[src/rtl/core/fpow_pkg.sv]
// Shared types and constants for the binary64 power-by-squaring core.
package fpow_pkg;

    localparam int EXP_WIDTH = 32;
    localparam int CNT_W     = $clog2(EXP_WIDTH + 1);

    localparam logic [63:0] F64_ONE      = 64'h3FF0_0000_0000_0000;
    localparam logic [63:0] F64_QBIT     = 64'h0008_0000_0000_0000;
    localparam logic [63:0] F64_DFLT_NAN = 64'hFFF8_0000_0000_0000;
    localparam logic [10:0] F64_EXP_MAX  = 11'h7FF;
    // Magnitude bits of the binary64 value 1e-6.
    localparam logic [62:0] NEAR_ZERO_LIM = 63'h3EB0_C6F7_A0B5_ED8D;

    typedef enum logic [0:0] {
        FOP_MUL   = 1'b0,
        FOP_RECIP = 1'b1
    } t_fop;

    typedef struct packed {
        logic start;
        t_fop op;
    } t_fpu_req;

    typedef struct packed {
        logic busy;
        logic done;
    } t_fpu_rsp;

endpackage

[src/rtl/core/float_power_by_squaring_core.sv]
// Top level of the binary64 power-by-squaring core: request port and squaring sequencer.
//
// Channel  | Direction | Ports                             | Handshake
// ---------+-----------+-----------------------------------+------------------------------
// request  | in        | i_base_bits, i_exponent           | taken when start & !busy
// result   | out       | o_result_bits                     | o_result_valid, one cycle
//
// A request with a zero exponent, or a near-zero base with a negative exponent, is answered
// in the cycle right after the edge that takes it. Otherwise the sequencer first shifts out
// the leading zeros of the exponent magnitude and its leading one, then for each lower bit
// issues one square and, for a set bit, one multiply by the base on the shared binary64
// unit; an operation with a zero, infinite or NaN operand ends after unpacking, and
// subnormal operands add normalization steps. A negative exponent adds one reciprocal.
// The unit is the bottleneck: one request is in flight at a time and busy stays high
// through the result strobe cycle. Reset is synchronous and active low and returns the
// core to idle.
// The receiver cannot stall; each result is shown for exactly one cycle.
module float_power_by_squaring_core (
    input  logic                                i_clk,
    input  logic                                i_rst_n,
    input  logic                                start,
    output logic                                busy,
    input  logic [63:0]                         i_base_bits,
    input  logic signed [fpow_pkg::EXP_WIDTH-1:0] i_exponent,
    output logic                                o_result_valid,
    output logic [63:0]                         o_result_bits
);
    import fpow_pkg::*;

    typedef enum logic [7:0] {
        T_IDLE = 8'b00000001,
        T_FIND = 8'b00000010,
        T_LOOP = 8'b00000100,
        T_SQ   = 8'b00001000,
        T_BIT  = 8'b00010000,
        T_MB   = 8'b00100000,
        T_RCP  = 8'b01000000,
        T_OUT  = 8'b10000000
    } t_tst;

    t_tst                 r_st;
    logic [63:0]          r_base, r_acc, r_res;
    logic [EXP_WIDTH-1:0] r_mag;
    logic [CNT_W-1:0]     r_bits;
    logic                 r_neg;

    // Magnitude of the exponent; the most negative value maps to 2^(EXP_WIDTH-1).
    logic [EXP_WIDTH-1:0] in_mag;
    logic                 in_neg, in_near, accept;
    always_comb begin
        in_neg  = i_exponent[EXP_WIDTH-1];
        in_mag  = in_neg ? (~i_exponent + 1'b1) : i_exponent;
        in_near = (i_base_bits[62:0] < NEAR_ZERO_LIM);
        accept  = start && !busy;
    end

    t_fpu_req    fpu_req;
    t_fpu_rsp    fpu_rsp;
    logic [63:0] fpu_res, fpu_b;

    // The sequencer issues a square, a multiply by the base, or the final reciprocal.
    always_comb begin
        fpu_req.start = 1'b0;
        fpu_req.op    = FOP_MUL;
        fpu_b         = r_acc;
        if (r_st == T_LOOP) begin
            if (r_bits != '0) begin
                fpu_req.start = 1'b1;
            end else if (r_neg) begin
                fpu_req.start = 1'b1;
                fpu_req.op    = FOP_RECIP;
            end
        end else if ((r_st == T_BIT) && r_mag[EXP_WIDTH-1]) begin
            fpu_req.start = 1'b1;
            fpu_b         = r_base;
        end
    end

    fpow_fpu u_fpu (
        .i_clk   (i_clk),
        .i_rst_n (i_rst_n),
        .i_req   (fpu_req),
        .i_a     (r_acc),
        .i_b     (fpu_b),
        .o_rsp   (fpu_rsp),
        .o_res   (fpu_res)
    );

    always_ff @(posedge i_clk) begin
        if (!i_rst_n) begin
            r_st <= T_IDLE;
        end else begin
            unique case (r_st)
                T_IDLE: begin
                    if (accept) begin
                        r_base <= i_base_bits;
                        r_acc  <= i_base_bits;
                        r_neg  <= in_neg;
                        r_mag  <= in_mag;
                        r_bits <= CNT_W'(EXP_WIDTH);
                        if (in_neg && in_near) begin
                            r_res <= 64'd0;
                            r_st  <= T_OUT;
                        end else if (in_mag == '0) begin
                            r_res <= F64_ONE;
                            r_st  <= T_OUT;
                        end else begin
                            r_st <= T_FIND;
                        end
                    end
                end
                T_FIND: begin
                    // Drop leading zeros and the leading one itself.
                    r_mag  <= r_mag << 1;
                    r_bits <= r_bits - 1'b1;
                    if (r_mag[EXP_WIDTH-1]) begin
                        r_st <= T_LOOP;
                    end
                end
                T_LOOP: begin
                    if (r_bits != '0) begin
                        r_st <= T_SQ;
                    end else if (r_neg) begin
                        r_st <= T_RCP;
                    end else begin
                        r_res <= r_acc;
                        r_st  <= T_OUT;
                    end
                end
                T_SQ: begin
                    if (fpu_rsp.done) begin
                        r_acc <= fpu_res;
                        r_st  <= T_BIT;
                    end
                end
                T_BIT: begin
                    if (r_mag[EXP_WIDTH-1]) begin
                        r_st <= T_MB;
                    end else begin
                        r_mag  <= r_mag << 1;
                        r_bits <= r_bits - 1'b1;
                        r_st   <= T_LOOP;
                    end
                end
                T_MB: begin
                    if (fpu_rsp.done) begin
                        r_acc  <= fpu_res;
                        r_mag  <= r_mag << 1;
                        r_bits <= r_bits - 1'b1;
                        r_st   <= T_LOOP;
                    end
                end
                T_RCP: begin
                    if (fpu_rsp.done) begin
                        r_res <= fpu_res;
                        r_st  <= T_OUT;
                    end
                end
                T_OUT: begin
                    r_st <= T_IDLE;
                end
                default: r_st <= T_IDLE;
            endcase
        end
    end

    assign busy           = (r_st != T_IDLE);
    assign o_result_valid = (r_st == T_OUT);
    assign o_result_bits  = r_res;

    // The unit is only started when it is free.
    a_fpu_start_free: assert property (@(posedge i_clk) disable iff (!i_rst_n)
        fpu_req.start |-> !fpu_rsp.busy)
        else $error("shared unit started while busy");

    // A finished operation only arrives while the sequencer waits for it.
    a_fpu_done_wait: assert property (@(posedge i_clk) disable iff (!i_rst_n)
        fpu_rsp.done |-> ((r_st == T_SQ) || (r_st == T_MB) || (r_st == T_RCP)))
        else $error("unit result arrived outside a wait state");

    // A taken request raises busy.
    a_accept_busy: assert property (@(posedge i_clk) disable iff (!i_rst_n)
        accept |=> busy)
        else $error("busy not raised after a request");

    // After the result strobe the core is ready again.
    a_result_idle: assert property (@(posedge i_clk) disable iff (!i_rst_n)
        o_result_valid |=> !busy && !o_result_valid)
        else $error("core not idle after result");

endmodule

[src/rtl/core/fpow_fpu.sv]
// Shared iterative binary64 unit: multiply and reciprocal with round to nearest even.
module fpow_fpu (
    input  logic              i_clk,
    input  logic              i_rst_n,
    input  fpow_pkg::t_fpu_req i_req,
    input  logic [63:0]       i_a,
    input  logic [63:0]       i_b,
    output fpow_pkg::t_fpu_rsp o_rsp,
    output logic [63:0]       o_res
);
    import fpow_pkg::*;

    typedef enum logic [6:0] {
        F_IDLE  = 7'b0000001,
        F_UNPK  = 7'b0000010,
        F_NORM  = 7'b0000100,
        F_MUL   = 7'b0001000,
        F_DIV   = 7'b0010000,
        F_ALIGN = 7'b0100000,
        F_ROUND = 7'b1000000
    } t_fst;

    t_fst               r_st;
    t_fop               r_op;
    logic [63:0]        r_a, r_b, r_res;
    logic               r_sign, r_done, r_sticky;
    logic [52:0]        r_ma, r_mb;
    logic signed [13:0] r_ea, r_eb, r_ue;
    logic [105:0]       r_acc;
    logic [53:0]        r_rem;
    logic [53:0]        r_pp;
    logic [5:0]         r_cnt;
    logic [11:0]        r_be;

    function automatic logic [4:0] norm_sh(input logic [52:0] m);
        logic [4:0] s;
        if (m[52:37] == 16'd0) begin
            s = 5'd16;
        end else if (m[52:49] == 4'd0) begin
            s = 5'd4;
        end else begin
            s = 5'd1;
        end
        return s;
    endfunction

    // Operand classification.
    logic [10:0] a_exp, b_exp, a_eff, b_eff;
    logic        a_nan, a_inf, a_zero, b_nan, b_inf, b_zero, mul_sign;
    always_comb begin
        a_exp    = r_a[62:52];
        b_exp    = r_b[62:52];
        a_nan    = (a_exp == F64_EXP_MAX) && (r_a[51:0] != 52'd0);
        a_inf    = (a_exp == F64_EXP_MAX) && (r_a[51:0] == 52'd0);
        a_zero   = (r_a[62:0] == 63'd0);
        b_nan    = (b_exp == F64_EXP_MAX) && (r_b[51:0] != 52'd0);
        b_inf    = (b_exp == F64_EXP_MAX) && (r_b[51:0] == 52'd0);
        b_zero   = (r_b[62:0] == 63'd0);
        a_eff    = (a_exp == 11'd0) ? 11'd1 : a_exp;
        b_eff    = (b_exp == 11'd0) ? 11'd1 : b_exp;
        mul_sign = r_a[63] ^ r_b[63];
    end

    // Shared 27x27 partial product.
    logic [26:0] pp_x, pp_y;
    logic [53:0] pp;
    always_comb begin
        case (r_cnt[1:0])
            2'd0:    begin pp_x = r_ma[26:0];         pp_y = r_mb[26:0];         end
            2'd1:    begin pp_x = r_ma[26:0];         pp_y = {1'b0, r_mb[52:27]}; end
            2'd2:    begin pp_x = {1'b0, r_ma[52:27]}; pp_y = r_mb[26:0];         end
            default: begin pp_x = {1'b0, r_ma[52:27]}; pp_y = {1'b0, r_mb[52:27]}; end
        endcase
        pp = pp_x * pp_y;
    end

    logic [105:0] pp_al;
    always_comb begin
        case (r_cnt) inside
            6'd1:       pp_al = {52'd0, r_pp};
            6'd2, 6'd3: pp_al = {25'd0, r_pp, 27'd0};
            default:    pp_al = {r_pp[51:0], 54'd0};
        endcase
    end

    // Divider step.
    logic [53:0] div_diff, div_rem;
    logic        div_ge;
    always_comb begin
        div_ge   = r_rem >= {1'b0, r_ma};
        div_diff = r_rem - {1'b0, r_ma};
        div_rem  = div_ge ? div_diff : r_rem;
    end

    // Alignment: leading one to the top, then right shift into the subnormal range.
    logic [105:0]       al_m, al_sh;
    logic signed [13:0] al_ue, al_be, al_d;
    logic [5:0]         al_s;
    logic               al_st0, al_lost;
    logic [11:0]        al_bec;
    always_comb begin
        if (r_op == FOP_MUL) begin
            al_m   = r_acc[105] ? r_acc : {r_acc[104:0], 1'b0};
            al_ue  = r_ue + {13'd0, r_acc[105]};
            al_st0 = 1'b0;
        end else begin
            al_m   = r_acc[55] ? {r_acc[55:0], 50'd0} : {r_acc[54:0], 51'd0};
            al_ue  = 14'sd0 - r_ea - {13'd0, ~r_acc[55]};
            al_st0 = (r_rem != 54'd0);
        end
        al_be = al_ue + 14'sd1023;
        al_d  = 14'sd1 - al_be;
        if (!al_be[13] && (al_be != 14'sd0)) begin
            al_s   = 6'd0;
            al_bec = al_be[11:0];
        end else begin
            al_s   = (al_d > 14'sd56) ? 6'd56 : al_d[5:0];
            al_bec = 12'd1;
        end
        al_sh   = al_m >> al_s;
        al_lost = |(al_m & ~({106{1'b1}} << al_s));
    end

    // Rounding.
    logic [52:0] rd_m;
    logic [53:0] rd_v;
    logic        rd_inc;
    logic [12:0] rd_ex;
    logic [51:0] rd_fr;
    logic [63:0] rd_res;
    always_comb begin
        rd_m   = r_acc[105:53];
        rd_inc = r_acc[52] & ((|r_acc[51:0]) | r_sticky | rd_m[0]);
        rd_v   = {1'b0, rd_m} + {53'd0, rd_inc};
        if (rd_v[53]) begin
            rd_ex = {1'b0, r_be} + 13'd1;
            rd_fr = 52'd0;
        end else begin
            rd_ex = rd_v[52] ? {1'b0, r_be} : 13'd0;
            rd_fr = rd_v[51:0];
        end
        if (rd_ex >= {2'b0, F64_EXP_MAX}) begin
            rd_res = {r_sign, F64_EXP_MAX, 52'd0};
        end else begin
            rd_res = {r_sign, rd_ex[10:0], rd_fr};
        end
    end

    always_ff @(posedge i_clk) begin
        if (!i_rst_n) begin
            r_st   <= F_IDLE;
            r_done <= 1'b0;
        end else begin
            r_done <= 1'b0;
            unique case (r_st)
                F_IDLE: begin
                    if (i_req.start) begin
                        r_op <= i_req.op;
                        r_a  <= i_a;
                        r_b  <= i_b;
                        r_st <= F_UNPK;
                    end
                end
                F_UNPK: begin
                    r_ma <= {a_exp != 11'd0, r_a[51:0]};
                    r_mb <= {b_exp != 11'd0, r_b[51:0]};
                    r_ea <= $signed({3'b0, a_eff}) - 14'sd1023;
                    r_eb <= $signed({3'b0, b_eff}) - 14'sd1023;
                    r_st <= F_IDLE;
                    r_done <= 1'b1;
                    if (r_op == FOP_MUL) begin
                        r_sign <= mul_sign;
                        if (a_nan) begin
                            r_res <= r_a | F64_QBIT;
                        end else if (b_nan) begin
                            r_res <= r_b | F64_QBIT;
                        end else if ((a_inf && b_zero) || (b_inf && a_zero)) begin
                            r_res <= F64_DFLT_NAN;
                        end else if (a_inf || b_inf) begin
                            r_res <= {mul_sign, F64_EXP_MAX, 52'd0};
                        end else if (a_zero || b_zero) begin
                            r_res <= {mul_sign, 63'd0};
                        end else begin
                            r_st   <= F_NORM;
                            r_done <= 1'b0;
                        end
                    end else begin
                        r_sign <= r_a[63];
                        if (a_nan) begin
                            r_res <= r_a | F64_QBIT;
                        end else if (a_inf) begin
                            r_res <= {r_a[63], 63'd0};
                        end else if (a_zero) begin
                            r_res <= {r_a[63], F64_EXP_MAX, 52'd0};
                        end else begin
                            r_st   <= F_NORM;
                            r_done <= 1'b0;
                        end
                    end
                end
                F_NORM: begin
                    r_cnt <= 6'd0;
                    r_acc <= 106'd0;
                    if (!r_ma[52]) begin
                        r_ma <= r_ma << norm_sh(r_ma);
                        r_ea <= r_ea - $signed({9'd0, norm_sh(r_ma)});
                    end else if ((r_op == FOP_MUL) && !r_mb[52]) begin
                        r_mb <= r_mb << norm_sh(r_mb);
                        r_eb <= r_eb - $signed({9'd0, norm_sh(r_mb)});
                    end else if (r_op == FOP_MUL) begin
                        r_ue <= r_ea + r_eb;
                        r_st <= F_MUL;
                    end else begin
                        r_rem <= {2'b01, 52'd0};
                        r_st  <= F_DIV;
                    end
                end
                F_MUL: begin
                    r_pp  <= pp;
                    r_cnt <= r_cnt + 6'd1;
                    if (r_cnt != 6'd0) begin
                        r_acc <= r_acc + pp_al;
                    end
                    if (r_cnt == 6'd4) begin
                        r_st <= F_ALIGN;
                    end
                end
                F_DIV: begin
                    r_rem <= {div_rem[52:0], 1'b0};
                    r_acc <= {r_acc[104:0], div_ge};
                    r_cnt <= r_cnt + 6'd1;
                    if (r_cnt == 6'd55) begin
                        r_st <= F_ALIGN;
                    end
                end
                F_ALIGN: begin
                    r_acc    <= al_sh;
                    r_sticky <= al_lost | al_st0;
                    r_be     <= al_bec;
                    r_st     <= F_ROUND;
                end
                F_ROUND: begin
                    r_res  <= rd_res;
                    r_done <= 1'b1;
                    r_st   <= F_IDLE;
                end
                default: r_st <= F_IDLE;
            endcase
        end
    end

    assign o_rsp.busy = (r_st != F_IDLE);
    assign o_rsp.done = r_done;
    assign o_res      = r_res;

endmodule

[config.mk]
export PLATFORM = sky130hd
export DESIGN_NAME = float_power_by_squaring_core
export DESIGN_NICKNAME = d
export VERILOG_FILES = /design/src/rtl/core/fpow_pkg.sv /design/src/rtl/core/float_power_by_squaring_core.sv /design/src/rtl/core/fpow_fpu.sv
export SDC_FILE = /design/constraint.sdc
export NUM_CORES = 2
export LEC_CHECK = 0
export BUFFER_PORTS_ARGS = -buffer_cell sky130_fd_sc_hd__clkbuf_2
export CAP_MARGIN = 20
export CORE_MARGIN = 2
export CORE_UTILIZATION = 33
export DETAILED_ROUTE_END_ITERATION = 6
export GPL_TIMING_DRIVEN = 0
export HOLD_SLACK_MARGIN = 0.05
export PLACE_DENSITY_LB_ADDON = 0.3
export SYNTH_ARGS = -nofsm -noshare
export SYNTH_HDL_FRONTEND = slang
export SYNTH_SLANG_ARGS = --single-unit
[constraint.sdc]
create_clock -name i_clk -period 26.9 [get_ports i_clk]
set_input_delay 5.38 -clock i_clk [delete_from_list [all_inputs] [get_ports i_clk]]
set_output_delay 5.38 -clock i_clk [all_outputs]
set_load 0.005 [all_outputs]
==> impl_metrics.ini <==
[floorplanning]
chipWidth_microns = 508
die-area_sq_um = 258000
fp.dieH_microns = 508
placeableCoreArea_sq_um = 253000
fp-row-count = 185
boundaryPins = 165
start_util_pct = 33.1

[sta]
hold_violations = 0
rsz0062_at_grt = false
setup_viol = 0
fmax_mhz = 77.2
worstMarginPinSlew_ns = 1.42
min_period_ns = 12.95
slew_violations = 0
timing.final.ws_setup_ns = 13.95
max-slew-margin-rel_pct = 5.13
clock_skew_ns = 0.111
finalCritPeriodShare_pct = 48.1
tns_ns = 0

[final_layout]
area_delta_synth_final_pct = 11.7
drive_gt1_share_pct = 8.74
nets = 10600
final_core_util_pct = 37.0
stdcell_count = 12900

[global_route]
grt_max_degree = 63
antenna_found_initial = 30
grt_util_all_layers_pct = 32.5
grt_pass1_wl_microns = 593000
grt_pass1_vias = 75100
grt_overflow = 0

[detailed_routing]
wl_per_cell_microns = 33.4
first_iter_violations = 10300
firstDrtPassIters = 6
vias = 77800
viasPerCell = 6.04
wl_microns = 431000
antenna_left = 0
drc_errors = 0

[synthesis]
synth_top_family_by_area = adder cells
yosysTopAreaCell = edfxtp_1
synth_area_leaders = edfxtp_1 29%, fa_1 15%, ha_1 6.1%, nand2_1 5.5%, mux2i_1 4.4%
synth_cells = 9080
synth_enable_flop_cells = 805
syn_nets = 10200
synthSimpleGateAreaFrac_pct = 14.7
synth_compound_area_share_pct = 17.1
async_flop_share_pct = 0
yosysTopAreaCellShare_pct = 28.8
yosysSeqAreaShare_pct = 29.2
ys_ff_latch = 821
synthAdderAreaFrac_pct = 21.1
synthTopCellsByCount = 1219 x nand2_1, 829 x inv_1, 805 x edfxtp_1
ys_types = 113
ys_warn_count = 0
synth_ff_type = edfxtp_1
synth_most_common_cell = nand2_1
synth-xor-area-share_pct = 3.66
avgSynthCellArea_sq_um = 9.24
netlist_area_sq_um = 83900
muxShareOfSynthArea_pct = 8.12

[placement]
portBuffers = 162
dp_hpwl_microns = 353000
pre_cts_ws_ns = 14.14
place_inst = 12700
gp_congestion = 1.04

[hold_path]
min-delay-path-class = reg -> reg
hold_path_end = u_fpu.r_a[14]
holdCritStartpoint = r_acc[14]
min_path_cells = 0

[cts]
clk_pin_slew_ns = 0.06
clock-sinks = 821
insertion_delay_ns = 0.81
cts_made_buffers = 101
cts_max_level = 3
clockBufferDepth = 3
post_cts_buffers = 0
clockRootBuffer = clkbuf_16
cts_tree = yes
postCtsResizedCells = 0
cts_hold_buf = 0

[setup_path]
crit_buf_inv = 8
cp_data_required_time_ns = 27.44
slowest_stage = clkbuf_1
regToRegSetupSlack_ns = 13.95
critPathMaxStageDelay_ns = 0.80
timing.rr.start = u_fpu.r_cnt[1]
criticalPathCategory = reg -> reg
start_kind = flip-flop
path_max_fanout = 11
r2r_cells = 36
critPathLaunch = u_fpu.r_cnt[1]
critPathCaptureType = flip-flop
critPathArrivalTime_ns = 13.49
critical_path.top_delay_family = adder cells
worst_path_most_repeated_cell = fa_1
r2r_end = u_fpu.r_pp[46]

[status]
status = finished clean

[power_and_ir_drop]
peakVddDrop_mv = 0.0556
powerDensity_nw_per_um2 = 31.5
p_leak_uw = 0.0391

[job]
drv_cap = 0
placed cells by master (no fill, tap or decap), types with 88 or more instances in the layout:
| cell | n |
|---|---|
| a21o_1 | 184 |
| a21oi_1 | 523 |
| a22o_1 | 108 |
| a22oi_1 | 137 |
| and2_1 | 88 |
| clkbuf_1 | 417 |
| clkbuf_16 | 101 |
| clkbuf_2 | 165 |
| edfxtp_1 | 805 |
| fa_1 | 627 |
| ha_1 | 410 |
| inv_1 | 829 |
| mux2_2 | 262 |
| mux2i_1 | 368 |
| nand2_1 | 1219 |
| nand3_1 | 141 |
| nand4_1 | 103 |
| nor2_1 | 639 |
| nor4_1 | 92 |
| o21ai_0 | 402 |
| o22ai_1 | 118 |
| xnor2_1 | 196 |
| xor2_1 | 153 |
report_power, final:
group          switching, uW  leakage [uW]  internal [uW]
Clock                    639       0.00162            806
Sequential              8.43       0.00741           1420
Combinational           51.1        0.0300           28.7
Total                    698        0.0391           2250
metrics by stage:
step           hold slack [ns]  power [uW]  cell area [sq um]
6_report                 0.413        2950              93700
5_1_grt                  0.444        3010              93700
4_1_cts                  0.397        2960              93500
3_5_place_dp             0.461        1530              90100
3_3_place_gp             0.453        1520              88900
2_1_floorplan            0.446        1490              83900
metal layers:
metal	share of wire, %	GRT usage (%)
met1	42	44.9
met4	6.0	16.2
met5	0.066	0
met2	41	46.9
met3	11	8.38
how the worst max path moves through the flow:
stage	to	slack, ns	depth (start not counted)
CTS	u_fpu.r_pp[46]	14.13	36
floorplan	o_result_bits[0]	15.16	16
finish	u_fpu.r_pp[46]	13.95	36
global placement	o_result_bits[28]	11.12	17
detailed placement	u_fpu.r_pp[46]	14.14	36
global route	u_fpu.r_pp[46]	13.50	36
flip-flops by register name, indices dropped and copies added, names as in the netlist, 8 cells and up:
name	cells
u_fpu.r_b	64
u_fpu.r_ue	14
u_fpu.o_res	64
u_fpu.r_pp	54
r_st	8
u_fpu.r_mb	53
u_fpu.r_rem	53
r_mag	32
u_fpu.r_be	12
u_fpu.r_a	64
u_fpu.r_ea	14
r_base	64
u_fpu.r_ma	53
r_acc	64
u_fpu.r_eb	14
u_fpu.r_acc	106
o_result_bits	64
cell type report:
cell class                      instances  area (sq um)
Buffer                                519          2070
Fill cell                           25800        160000
Timing Repair Buffer                  253          2020
Clock inverter                         66           790
Tap cell                             3366          4210
Inverter                              832          3120
Antenna cell                            8          20.0
Sequential cell                       821         24500
Clock buffer                          120          2600
Multi-Input combinational cell       6908         54400
cell families after synthesis:
family | after synthesis
buffers and inverters | 1351
flip-flops | 821
multiplexers | 640
AO/OA/AOI/OAI | 2156
XOR/XNOR | 350
adder cells (fa/ha/maj) | 1037
AND/OR/NAND/NOR | 2725
No activity file was read; power rests on OpenSTA's default activity.
